==> src/design/script_byte_tokenizer_top_assert.svh <==
// Assertion macros shared by the script byte tokenizer RTL.
// Expects clk and rst_n in the scope of the including module.
`ifndef SCRIPT_BYTE_TOKENIZER_TOP_ASSERT_SVH
`define SCRIPT_BYTE_TOKENIZER_TOP_ASSERT_SVH

// Same-cycle implication, checked outside reset.
`define SBT_ASSERT_IMPL(label, ante, cons, msg) \
  label: assert property (@(posedge clk) disable iff (!rst_n) (ante) |-> (cons)) \
    else $error(msg);

// Next-cycle implication, checked outside reset.
`define SBT_ASSERT_NEXT(label, ante, cons, msg) \
  label: assert property (@(posedge clk) disable iff (!rst_n) (ante) |=> (cons)) \
    else $error(msg);

`endif

==> src/design/sbt_pkg.sv <==
// Shared constants and types for the script byte tokenizer.
// No dependencies.
package sbt_pkg;

  // Result kinds
  localparam logic [2:0] KIND_PREFIX   = 3'd0;
  localparam logic [2:0] KIND_PLAIN_OP = 3'd1;
  localparam logic [2:0] KIND_PUSH_OP  = 3'd2;
  localparam logic [2:0] KIND_PUSH_LEN = 3'd3;
  localparam logic [2:0] KIND_PUSH_DAT = 3'd4;
  localparam logic [2:0] KIND_IGNORED  = 3'd5;

  // Error codes
  localparam logic [1:0] ERR_NONE      = 2'd0;
  localparam logic [1:0] ERR_PUSH_LONG = 2'd1;
  localparam logic [1:0] ERR_PAST_END  = 2'd2;
  localparam logic [1:0] ERR_VARINT    = 2'd3;

  // Opcodes and varint markers
  localparam logic [7:0] MAX_DIRECT_PUSH = 8'd75;
  localparam logic [7:0] OP_PUSHDATA1    = 8'd76;
  localparam logic [7:0] OP_PUSHDATA2    = 8'd77;
  localparam logic [7:0] VARINT_2B       = 8'hFD;
  localparam logic [7:0] VARINT_4B       = 8'hFE;

  // Configuration
  localparam logic [15:0] MAX_PUSH_RESET = 16'd520;
  localparam int unsigned CFG_ADDR_W     = 3;
  localparam logic [CFG_ADDR_W-1:0] CFG_ADDR_MAX_PUSH = 3'd0;

  typedef struct packed {
    logic [2:0]  kind;
    logic [7:0]  byte_out;
    logic [15:0] push_len;
    logic        end_of_command;
    logic        end_of_script;
    logic [1:0]  error;
  } sbt_result_t;

endpackage

==> src/design/script_byte_tokenizer_top.sv <==
// Top level of the script byte tokenizer: input stage, parser, result stage.
// Depends on sbt_pkg, sbt_cfg_regs, sbt_parser and script_byte_tokenizer_top_assert.svh.
//
//  channel | dir | handshake         | payload
//  --------+-----+-------------------+-----------------------------------------------
//  in_     | in  | tvalid / tready   | tdata = byte_value, tuser = start_script
//  out_    | out | tvalid / tready   | tdata = byte_out, push_len, eoc, error;
//          |     |                   | tuser = kind, tlast = end_of_script
//  cfg_    | in  | APB psel/penable  | reg 0 max_push_len at byte address 0
//
// One byte per cycle sustained while out_tready holds; each byte passes two registers
// (input register, then result register). The rate is set by the parser, which updates its state once per byte.
// Reset is synchronous, active low; it clears both stage valids and parser state and
// loads max_push_len with 520. An output stall backs up through the input stage; while
// a result waits, one more byte is taken only if the input register is empty.
module script_byte_tokenizer_top
  import sbt_pkg::*;
(
  input  logic                  clk,
  input  logic                  rst_n,
  // input stream
  input  logic                  in_tvalid,
  output logic                  in_tready,
  input  logic [7:0]            in_tdata,   // [7:0] byte_value
  input  logic                  in_tuser,   // [0] start_script
  // result stream
  output logic                  out_tvalid,
  input  logic                  out_tready,
  output logic [31:0]           out_tdata,  // [7:0] byte_out, [23:8] push_len,
                                            // [24] end_of_command, [26:25] error, rest 0
  output logic [2:0]            out_tuser,  // [2:0] kind
  output logic                  out_tlast,  // end_of_script
  // configuration
  input  logic                  cfg_psel,
  input  logic                  cfg_penable,
  input  logic                  cfg_pwrite,
  input  logic [CFG_ADDR_W-1:0] cfg_paddr,
  input  logic [31:0]           cfg_pwdata,
  output logic [31:0]           cfg_prdata,
  output logic                  cfg_pready
);

  logic        s1_valid_r;
  logic [7:0]  s1_byte_r;
  logic        s1_start_r;
  logic        out_valid_r;
  sbt_result_t res_r;
  sbt_result_t res_nxt;
  logic [15:0] max_push_len;
  logic        advance;
  logic        in_xfer;

  // Config registers
  sbt_cfg_regs u_cfg (
    .clk          (clk),
    .rst_n        (rst_n),
    .cfg_psel     (cfg_psel),
    .cfg_penable  (cfg_penable),
    .cfg_pwrite   (cfg_pwrite),
    .cfg_paddr    (cfg_paddr),
    .cfg_pwdata   (cfg_pwdata),
    .cfg_prdata   (cfg_prdata),
    .cfg_pready   (cfg_pready),
    .max_push_len (max_push_len)
  );

  // Stage 1 moves into the result register when that register is free or draining
  assign advance   = s1_valid_r & (~out_valid_r | out_tready);
  assign in_tready = ~s1_valid_r | advance;
  assign in_xfer   = in_tvalid & in_tready;

  always_ff @(posedge clk) begin
    if (!rst_n) begin
      s1_valid_r <= 1'b0;
    end else if (in_xfer) begin
      s1_valid_r <= 1'b1;
    end else if (advance) begin
      s1_valid_r <= 1'b0;
    end
  end

  always_ff @(posedge clk) begin
    if (in_xfer) begin
      s1_byte_r  <= in_tdata;
      s1_start_r <= in_tuser;
    end
  end

  // Parser state commits on the same edge the result is captured
  sbt_parser u_parser (
    .clk          (clk),
    .rst_n        (rst_n),
    .step         (advance),
    .byte_in      (s1_byte_r),
    .start_in     (s1_start_r),
    .max_push_len (max_push_len),
    .result       (res_nxt)
  );

  always_ff @(posedge clk) begin
    if (!rst_n) begin
      out_valid_r <= 1'b0;
    end else if (advance) begin
      out_valid_r <= 1'b1;
    end else if (out_tready) begin
      out_valid_r <= 1'b0;
    end
  end

  always_ff @(posedge clk) begin
    if (advance) begin
      res_r <= res_nxt;
    end
  end

  assign out_tvalid = out_valid_r;
  assign out_tdata  = {5'd0, res_r.error, res_r.end_of_command, res_r.push_len,
                       res_r.byte_out};
  assign out_tuser  = res_r.kind;
  assign out_tlast  = res_r.end_of_script;

`include "script_byte_tokenizer_top_assert.svh"

  // An error never closes a command or a script
  `SBT_ASSERT_IMPL(a_err_no_marks, out_valid_r && res_r.error != ERR_NONE, !res_r.end_of_command && !res_r.end_of_script, "error with end mark")
  // Script end is either an empty-count prefix or the end of a command
  `SBT_ASSERT_IMPL(a_eos_source, out_valid_r && res_r.end_of_script, res_r.end_of_command || res_r.kind == KIND_PREFIX, "stray end of script")
  // Ignored bytes carry no length and no error
  `SBT_ASSERT_IMPL(a_ignored_clean, out_valid_r && res_r.kind == KIND_IGNORED, res_r.push_len == 16'd0 && res_r.error == ERR_NONE, "ignored byte with payload")
  // A stalled result with a full input stage blocks new input
  `SBT_ASSERT_NEXT(a_full_blocks, s1_valid_r && out_valid_r && !out_tready, s1_valid_r && out_valid_r, "pipeline dropped an item")

endmodule

==> src/design/sbt_cfg_regs.sv <==
// APB-style configuration register block for the script byte tokenizer.
// Depends on sbt_pkg.
module sbt_cfg_regs
  import sbt_pkg::*;
(
  input  logic                  clk,
  input  logic                  rst_n,
  input  logic                  cfg_psel,
  input  logic                  cfg_penable,
  input  logic                  cfg_pwrite,
  input  logic [CFG_ADDR_W-1:0] cfg_paddr,
  input  logic [31:0]           cfg_pwdata,
  output logic [31:0]           cfg_prdata,
  output logic                  cfg_pready,
  output logic [15:0]           max_push_len
);

  logic [15:0] max_push_r;
  logic        wr_en;

  assign cfg_pready = 1'b1;
  assign wr_en      = cfg_psel & cfg_penable & cfg_pwrite & cfg_pready;

  always_ff @(posedge clk) begin
    if (!rst_n) begin
      max_push_r <= MAX_PUSH_RESET;
    end else if (wr_en && cfg_paddr == CFG_ADDR_MAX_PUSH) begin
      max_push_r <= cfg_pwdata[15:0];
    end
  end

  always_comb begin
    cfg_prdata = 32'd0;
    if (cfg_paddr == CFG_ADDR_MAX_PUSH) begin
      cfg_prdata = {16'd0, max_push_r};
    end
  end

  assign max_push_len = max_push_r;

endmodule

==> src/design/sbt_parser.sv <==
// Parser state and per-byte classification logic.
// Depends on sbt_pkg and script_byte_tokenizer_top_assert.svh.
module sbt_parser
  import sbt_pkg::*;
(
  input  logic        clk,
  input  logic        rst_n,
  input  logic        step,
  input  logic [7:0]  byte_in,
  input  logic        start_in,
  input  logic [15:0] max_push_len,
  output sbt_result_t result
);

  typedef enum logic [7:0] {
    PH_IDLE   = 8'b0000_0001,
    PH_PRE2   = 8'b0000_0010,
    PH_PRE4   = 8'b0000_0100,
    PH_OPCODE = 8'b0000_1000,
    PH_LEN1   = 8'b0001_0000,
    PH_LEN2LO = 8'b0010_0000,
    PH_LEN2HI = 8'b0100_0000,
    PH_DATA   = 8'b1000_0000
  } sbt_phase_t;

  sbt_phase_t  phase_r, phase_nxt;
  logic [31:0] script_rem_r, script_rem_nxt;
  logic [15:0] push_rem_r, push_rem_nxt;
  logic [31:0] len_acc_r, len_acc_nxt;
  logic [2:0]  pre_left_r, pre_left_nxt;

  logic [31:0] sr_dec;
  logic [15:0] pr_dec;
  logic [2:0]  pre_total;
  logic [2:0]  pre_left_eff;
  logic [2:0]  pre_pos;
  logic [31:0] acc_full;
  logic        do_push;
  logic [15:0] push_n;

  assign sr_dec = (script_rem_r != 32'd0) ? script_rem_r - 32'd1 : 32'd0;
  assign pr_dec = (push_rem_r != 16'd0) ? push_rem_r - 16'd1 : 16'd0;

  // Varint byte position within the multi-byte count
  assign pre_total    = (phase_r == PH_PRE2) ? 3'd2 : 3'd4;
  assign pre_left_eff = (pre_left_r == 3'd0 || pre_left_r > pre_total) ? pre_total
                                                                       : pre_left_r;
  assign pre_pos      = pre_total - pre_left_eff;
  assign acc_full     = len_acc_r | ({24'd0, byte_in} << {pre_pos[1:0], 3'b000});

  always_comb begin
    phase_nxt      = phase_r;
    script_rem_nxt = script_rem_r;
    push_rem_nxt   = push_rem_r;
    len_acc_nxt    = len_acc_r;
    pre_left_nxt   = pre_left_r;
    do_push        = 1'b0;
    push_n         = 16'd0;

    result                = '0;
    result.kind           = KIND_IGNORED;
    result.byte_out       = byte_in;
    result.error          = ERR_NONE;

    if (start_in) begin
      result.kind  = KIND_PREFIX;
      len_acc_nxt  = 32'd0;
      push_rem_nxt = 16'd0;
      if (byte_in < VARINT_2B) begin
        script_rem_nxt = {24'd0, byte_in};
        pre_left_nxt   = 3'd0;
        if (byte_in == 8'd0) begin
          result.end_of_script = 1'b1;
          phase_nxt            = PH_IDLE;
        end else begin
          phase_nxt = PH_OPCODE;
        end
      end else if (byte_in == VARINT_2B) begin
        pre_left_nxt = 3'd2;
        phase_nxt    = PH_PRE2;
      end else if (byte_in == VARINT_4B) begin
        pre_left_nxt = 3'd4;
        phase_nxt    = PH_PRE4;
      end else begin
        result.error = ERR_VARINT;
        pre_left_nxt = 3'd0;
        phase_nxt    = PH_IDLE;
      end
    end else if (phase_r == PH_PRE2 || phase_r == PH_PRE4) begin
      result.kind  = KIND_PREFIX;
      len_acc_nxt  = acc_full;
      pre_left_nxt = pre_left_eff - 3'd1;
      if (pre_left_eff == 3'd1) begin
        script_rem_nxt = acc_full;
        len_acc_nxt    = 32'd0;
        if (acc_full == 32'd0) begin
          result.end_of_script = 1'b1;
          phase_nxt            = PH_IDLE;
        end else begin
          phase_nxt = PH_OPCODE;
        end
      end
    end else if (phase_r != PH_IDLE) begin
      script_rem_nxt = sr_dec;
      case (phase_r)
        PH_OPCODE: begin
          if (byte_in inside {[8'd1:MAX_DIRECT_PUSH]}) begin
            result.kind     = KIND_PUSH_OP;
            result.push_len = {8'd0, byte_in};
            do_push         = 1'b1;
            push_n          = {8'd0, byte_in};
          end else if (byte_in == OP_PUSHDATA1) begin
            result.kind = KIND_PUSH_OP;
            if (sr_dec < 32'd1) begin
              result.error = ERR_PAST_END;
              phase_nxt    = PH_IDLE;
            end else begin
              phase_nxt = PH_LEN1;
            end
          end else if (byte_in == OP_PUSHDATA2) begin
            result.kind = KIND_PUSH_OP;
            if (sr_dec < 32'd2) begin
              result.error = ERR_PAST_END;
              phase_nxt    = PH_IDLE;
            end else begin
              phase_nxt = PH_LEN2LO;
            end
          end else begin
            result.kind           = KIND_PLAIN_OP;
            result.end_of_command = 1'b1;
            if (sr_dec == 32'd0) begin
              result.end_of_script = 1'b1;
              phase_nxt            = PH_IDLE;
            end
          end
        end
        PH_LEN1: begin
          result.kind     = KIND_PUSH_LEN;
          result.push_len = {8'd0, byte_in};
          do_push         = 1'b1;
          push_n          = {8'd0, byte_in};
        end
        PH_LEN2LO: begin
          result.kind = KIND_PUSH_LEN;
          len_acc_nxt = {24'd0, byte_in};
          phase_nxt   = PH_LEN2HI;
        end
        PH_LEN2HI: begin
          result.kind     = KIND_PUSH_LEN;
          result.push_len = {byte_in, len_acc_r[7:0]};
          do_push         = 1'b1;
          push_n          = {byte_in, len_acc_r[7:0]};
        end
        PH_DATA: begin
          result.kind     = KIND_PUSH_DAT;
          result.push_len = len_acc_r[15:0];
          push_rem_nxt    = pr_dec;
          if (pr_dec == 16'd0) begin
            result.end_of_command = 1'b1;
            if (sr_dec == 32'd0) begin
              result.end_of_script = 1'b1;
              phase_nxt            = PH_IDLE;
            end else begin
              phase_nxt = PH_OPCODE;
            end
          end
        end
        default: begin
          phase_nxt = PH_IDLE;
        end
      endcase
    end

    // Push length known: check limits, then open the data run or, for length 0, end the command
    if (do_push) begin
      if (push_n > max_push_len) begin
        result.error = ERR_PUSH_LONG;
        phase_nxt    = PH_IDLE;
      end else if ({16'd0, push_n} > sr_dec) begin
        result.error = ERR_PAST_END;
        phase_nxt    = PH_IDLE;
      end else begin
        len_acc_nxt  = {16'd0, push_n};
        push_rem_nxt = push_n;
        if (push_n == 16'd0) begin
          result.end_of_command = 1'b1;
          if (sr_dec == 32'd0) begin
            result.end_of_script = 1'b1;
            phase_nxt            = PH_IDLE;
          end else begin
            phase_nxt = PH_OPCODE;
          end
        end else begin
          phase_nxt = PH_DATA;
        end
      end
    end
  end

  always_ff @(posedge clk) begin
    if (!rst_n) begin
      phase_r      <= PH_IDLE;
      script_rem_r <= 32'd0;
      push_rem_r   <= 16'd0;
      len_acc_r    <= 32'd0;
      pre_left_r   <= 3'd0;
    end else if (step) begin
      phase_r      <= phase_nxt;
      script_rem_r <= script_rem_nxt;
      push_rem_r   <= push_rem_nxt;
      len_acc_r    <= len_acc_nxt;
      pre_left_r   <= pre_left_nxt;
    end
  end

`include "script_byte_tokenizer_top_assert.svh"

  // Pending push data exists only inside a data run
  `SBT_ASSERT_IMPL(a_push_rem_in_data, push_rem_r != 16'd0, phase_r == PH_DATA, "push count outside data run")

endmodule

==> config.mk <==
export PLATFORM = sky130hd
export DESIGN_NAME = script_byte_tokenizer_top
export DESIGN_NICKNAME = d
export VERILOG_FILES = /design/src/design/sbt_pkg.sv /design/src/design/script_byte_tokenizer_top.sv /design/src/design/sbt_cfg_regs.sv /design/src/design/sbt_parser.sv
export VERILOG_INCLUDE_DIRS = /design/src /design/src/design
export SDC_FILE = /design/constraint.sdc
export NUM_CORES = 1
export LEC_CHECK = 0
export ABC_AREA = 1
export BUFFER_PORTS_ARGS = -buffer_cell sky130_fd_sc_hd__buf_2
export CAP_MARGIN = 30
export CORE_MARGIN = 2
export CORE_UTILIZATION = 45
export DETAILED_ROUTE_END_ITERATION = 8
export HOLD_SLACK_MARGIN = 0.12
export PLACE_DENSITY_LB_ADDON = 0.2
export SETUP_SLACK_MARGIN = 0.4
export SYNTH_ARGS = -nofsm -noshare
export SYNTH_HDL_FRONTEND = slang
export SYNTH_HIERARCHICAL = 1
export SYNTH_SLANG_ARGS = --single-unit
==> constraint.sdc <==
create_clock -name clk -period 4.55 [get_ports clk]
set_input_delay 0.91 -clock clk [delete_from_list [all_inputs] [get_ports clk]]
set_output_delay 0.91 -clock clk [all_outputs]
set_load 0.05 [all_outputs]
After elaboration in Yosys (flattened, before gate mapping) --
Index checks and enable logic that the tools add are counted.
Operators by class: shift operators 1, multiplexer cells 103, add/subtract/negate cells 4, bitwise logic cells 10, magnitude comparators 8, equal/unequal tests 20, reduce and logical (&&, ||, !) cells 25
Operator list (number):
- 2-to-1 mux 32 bit | 14
- 2-to-1 mux 16 bit | 12
- 2-to-1 mux 8 bit | 16
- logical NOT 32 bit | 2
- case mux 16 bit (4 select lines) | 1
- case mux 16 bit (3 select lines) | 1
- 2-to-1 mux 2 bit | 18
- 2-to-1 mux 3 bit | 12
- greater-than comparator 16 x 32 -> 1 bit | 1
- logical NOT 16 bit | 2
- < comparator 32 x 1 -> 1 bit, second input constant | 1
- < comparator 32 x 2 -> 1 bit, second input constant | 1
- OR 32 bit | 1
- case mux 8 bit (4 select lines) | 1
- nonzero test 32 bit | 1
- left shift 8 x 5 -> 32 bit | 1
- subtractor 32 x 1 -> 32 bit, second input constant | 1
- equality test 8 x 7 -> 1 bit, second input constant | 3
- equality test 8 bit, second input constant | 3
- 2-to-1 mux 4 bit | 6
- 2-to-1 mux 1 bit | 17
- greater-than comparator 16 bit | 1
- nonzero test 16 bit | 1
- subtractor 16 x 1 -> 16 bit, second input constant | 1
- other kinds (40) | 53
Storage, ports and cells: word-level logic and storage cells 188, register bits after elaboration 149

Depth between registers and ports, before layout --
depth in word-level cells 18, gate-level depth with buffers 26

Cells and area by module --
Netlist, hierarchy kept.
Modules (own cells, without submodules):
- sbt_parser | cells each 1620, sequential area each 1821.7 um2, instances 1, area an instance 9118.7 um2
- script_byte_tokenizer_top | cells each 59, sequential area each 1241.2 um2, instances 1, area an instance 1337.5 um2
- sbt_cfg_regs | cells each 159, sequential area each 320.3 um2, instances 1, area an instance 993.5 um2

Least setup slack after synthesis --
OpenSTA, ideal clock, no wires.
path kind input -> register, start point in out_tready, end point reg u_parser.script_rem_r[23], data arrival time 3946 ps, slack 489 ps, buffers on the path 3, required time 4435 ps, stages on the path 12, cell sequence inv_1 > a21oi_1 > clkbuf_1 > inv_1 > a21oi_2 > nand2_1 > nor2_4 > inv_2 > buf_2 > buf_2 > o21ai_0 > inv_1
On the way: word-level cells in the longest chain between the ends 3
Ends and longest elaborated chain:
- from (decl) | RTL line script_byte_tokenizer_top.sv:28 | input logic out_tready,
- OR 1 bit | RTL line script_byte_tokenizer_top.sv:68 | assign advance = s1_valid_r & (~out_valid_r | out_tready);
- bitwise AND 1 bit | RTL line script_byte_tokenizer_top.sv:68
- net advance | RTL line script_byte_tokenizer_top.sv:50 | logic advance;
- AND reduction 4 bit (no source line)
- to (signal assigned) | RTL line sbt_parser.sv:209 | script_rem_r <= script_rem_nxt;
- to (decl) | RTL line sbt_parser.sv:27 | logic [31:0] script_rem_r, script_rem_nxt;
The timed path passes the listed nets, and every way through them passes these cells. A chain may end at the register's enable or synchronous reset.

Worst setup path after layout --
start point reg u_parser.phase_r[6], end point reg u_parser.len_acc_r[4]
On the way: word-level cells in the longest chain between the ends 14
Ends and longest elaborated chain:
- from (decl) | RTL line sbt_parser.sv:26 | sbt_phase_t phase_r, phase_nxt;
- from (signal assigned) | RTL line sbt_parser.sv:208 | phase_r <= phase_nxt;
- equality test 8 x 2 -> 1 bit | RTL line sbt_parser.sv:45, sbt_parser.sv:89
- 2-to-1 mux 3 bit | RTL line sbt_parser.sv:45 | assign pre_total = (phase_r == PH_PRE2) ? 3'd2 : 3'd4;
- greater-than comparator 3 bit | RTL line sbt_parser.sv:46 | assign pre_left_eff = (pre_left_r == 3'd0 || pre_left_r > pre_total) ? pre_total
- logical OR 1 bit | RTL line sbt_parser.sv:46
- 2-to-1 mux 3 bit | RTL line sbt_parser.sv:46
- subtractor 2 bit | RTL line sbt_parser.sv:48 | assign pre_pos = pre_total - pre_left_eff;
- left shift 8 x 5 -> 32 bit | RTL line sbt_parser.sv:49 | assign acc_full = len_acc_r | ({24'd0, byte_in} << {pre_pos[1:0], 3'b000});
- OR 32 bit | RTL line sbt_parser.sv:49
- 2-to-1 mux 32 bit | RTL line sbt_parser.sv:93 | if (pre_left_eff == 3'd1) begin
- 2-to-1 mux 32 bit | RTL line sbt_parser.sv:89 | end else if (phase_r == PH_PRE2 || phase_r == PH_PRE4) begin
- 2-to-1 mux 32 bit | RTL line sbt_parser.sv:65 | if (start_in) begin
- 2-to-1 mux 32 bit | RTL line sbt_parser.sv:179 | end else if ({16'd0, push_n} > sr_dec) begin
- 2-to-1 mux 32 bit | RTL line sbt_parser.sv:176 | if (push_n > max_push_len) begin
- 2-to-1 mux 32 bit * | RTL line sbt_parser.sv:175 | if (do_push) begin
- to (signal assigned) | RTL line sbt_parser.sv:211 | len_acc_r <= len_acc_nxt;
- to (decl) | RTL line sbt_parser.sv:29 | logic [31:0] len_acc_r, len_acc_nxt;
Every way passes the cells marked *; elsewhere a longest branch is shown, timed or not.

==> results.ini <==
[status]
status=finished, final reports clean

[power_and_ir_drop]
power_frac_seq_pct=34.4
powerDensity_nw_per_um2=339
clkPwrFrac_pct=34.3
power.share.combinational_pct=31.3
p_sw_mw=1.71
peakVddDrop_mv=0.235
intPower_mw=2.63
p_leak_nw=6.14
p_sw_share_pct=39.4

[cts]
cts.clk_slew.worst_paths_ps=80
cts_tree=yes
clock-root-buffer=clkbuf_16
cts.sinks=149
clock_latency_ps=440
cts_buffers=17
cts.path.max_buffers=2
cts_max_level=4

[sta]
rsz0062_at_grt=false
finalSetupViolCount=0
whs_ps=466
final-max-slew-violation-count=0
min_period_ps=3950
slew_headroom_pct=29.6
worst_slack_ps=601
worst_pin_slew_ps=1060
setup_tns_ps=0
max_freq_mhz=253
fin_crit_sh_pct=86.8
clock_skew_ps=17.7
hold_violations=0

[route]
highest_layer=met4
dr_wl_met3_um=3770
firstDrtPassIters=7
drtIter0Drc=1567
route.met2.wl_um=17600
num_vias=12600
wl_per_cell_um=18.0
drt-total-wl_um=40600
viasPerCell=5.61
drc_errors=0
wl_met1_um=17200
ant_nets=0

[layout]
areaGrowthSynthToFinish_pct=11.9
final_cell_mix=422 x nand2_1, 269 x nor2_1, 247 x inv_1
regArea_um2=3380
final_core_util_pct=51.0
fillCellCount=2649
final_common_cell=nand2_1
n_antenna_cell=0
final_nets=1998
multi_input_area_um2=6630
drive_above_1_share_pct=12.1
final_area_um2=12800

[placed_design]
dp_hpwl_um=30200
dpl-instance-area_um2=12200
gp_congestion=0.992
place_ws_ps=464
portBuffers=83

[yosys]
synth-edff-count=40
synth_cell_types=50
synthTopCellsByArea=dfxtp_1 19%, nand2_1 14%, edfxtp_1 10%, nor2_1 8.9%, inv_1 8.2%
ys_warn_count=6
synth-main-ff-cell=dfxtp_1
postSynth.asyncResetShare_pct=0
synth_area_leader_cell=dfxtp_1
postSynthAreaPerCell_um2=6.23
syn-cell-area_um2=11400
ys_ff_latch=149
yosysSeqAreaShare_pct=29.5
synth_cells=1838
yosysTopAreaCellShare_pct=19.1

[grt]
grt_antenna_before_repair=0
grt_pass1_vias=11500
grt_start_max_net_pins=66
grt_pass1_wl_um=63200
grtUsageTotal_pct=30.5
overflow=0

[flow_run]
max_cap_viol_count=0

[worst_setup_path]
r2r_start=u_parser/phase_r[6]
start_kind=flop
rrSetupSlack_ps=600
rr_worst_depth=21
cp_max_fo=7
startpoint=u_parser/phase_r[6]
crit_path_end_kind=flop
worst_r2r_endpoint=u_parser/len_acc_r[4]
arrival_ps=4330
crit_type=reg2reg
crit_required_ps=4930
cp-endpoint=u_parser/len_acc_r[4]

[die]
rows=58
die_width_um=164
ioPinCount=122
design.core.area_um2=25100
fp.dieH_um=164
initial_core_util_pct=45.6
fp.dieArea_um2=26700

[hold_path]
hold_path_class=reg2reg

[flip-flops by register name, summed over array words and instances, names as in the netlist]
name,count
out_tdata,27
out_tlast,1
out_tuser,3
out_tvalid,1
s1_byte_r,8
s1_start_r,1
s1_valid_r,1
u_cfg/max_push_len,16
u_parser/len_acc_r,32
u_parser/phase_r,8
u_parser/pre_left_r,3
u_parser/push_rem_r,16
u_parser/script_rem_r,32
[metal layers]
layer  up-vias  global-route usage, %
met5         -                      0
met3       121                   5.74
met2       665                   47.6
li1       6101                      -
met1      5749                   40.8
met4         0                   14.3
[worst max-delay path, cell delays in order (launching register included)]
cell and delay [ps]:
dfxtp_1 360, inv_1 90, nand3_1 170, a21oi_2 60, inv_2 170, nand2_1 120, nor2_2 230, inv_1 230
buf_4 230, nor2_1 330, ha_1 330, a21oi_1 160, o21ai_0 120, a21oi_1 120, o21ai_0 120, a21boi_0 170
nand3_2 110, nand2_1 80, nand2_2 180, buf_4 180, o21ai_0 140, a21oi_1 180
[Yosys cell counts (all sizes together) (9+ instances only)]
cell type	count
inv	261
nor3	15
o211ai	10
o21ai	130
a31oi	9
nand4	33
nand2	431
a21oi	136
o221ai	9
ha	38
nand3	148
edfxtp	40
o22ai	37
dfxtp	109
nor2	284
buf	59
clkbuf	40
[how the worst min path moves through the flow]
stage / start / to / slack, ps / cells after the start
6_report: u_parser/len_acc_r[20] / u_parser/len_acc_r[20] / 470 / 2
5_1_grt: u_parser/len_acc_r[29] / u_parser/len_acc_r[29] / 490 / 2
4_1_cts: u_parser/len_acc_r[17] / u_parser/len_acc_r[17] / 470 / 2
3_5_place_dp: u_parser/len_acc_r[17] / u_parser/len_acc_r[17] / 460 / 2
3_3_place_gp: u_parser/len_acc_r[31] / u_parser/len_acc_r[31] / 450 / 2
2_1_floorplan: u_parser/len_acc_r[16] / u_parser/len_acc_r[16] / 450 / 2
[per-stage QoR]
stage,std cells,power [mW]
2_1_floorplan,1857,2.49
3_3_place_gp,2217,2.82
3_5_place_dp,2217,2.83
4_1_cts,2249,4.31
5_1_grt,2252,4.56
6_report,2252,4.34
[cells by family (layout without fill, tap and decap cells)]
logic type                 count (synthesis)  after routing  share of synthesized area, %
other                                      3             22                        0.0983
buffers and inverters                    364            429                          13.6
AOI/OAI and AO/OA                        346            346                          16.8
adders and majority gates                 38             38                          4.15
and+or+nand+nor                          926            926                          34.9
DFF                                      149            149                          29.5
xor gates and xnor gates                  12             12                         0.918
[power by group through the flow]
| stage | sequential [mW] | combinational (mW) | clock, mW |
|---|---|---|---|
| after floorplan | 1.54 | 0.947 | 0 |
| after global placement | 1.52 | 1.30 | 0 |
| after detailed placement | 1.52 | 1.31 | 0 |
| after CTS | 1.49 | 1.32 | 1.50 |
| after global routing | 1.50 | 1.51 | 1.56 |
| final | 1.49 | 1.36 | 1.49 |
[what timing repair did]
item,CTS,global route
resized for setup,0,19
hold endpoints to repair,0,0
buffers inserted,0,3
endpoints found under the setup margin,0,55
hold buffers,0,0
[final cells by class]
class,instances,share of cell area [%]
sequential,149,26.4
clock buffer,18,3.35
clock inverter,14,1.28
inverter,265,7.82
multi-input combinational,1344,51.7
tap,330,3.22
timing repair buffer,132,6.21
No activity file was read; power rests on OpenSTA's default activity.
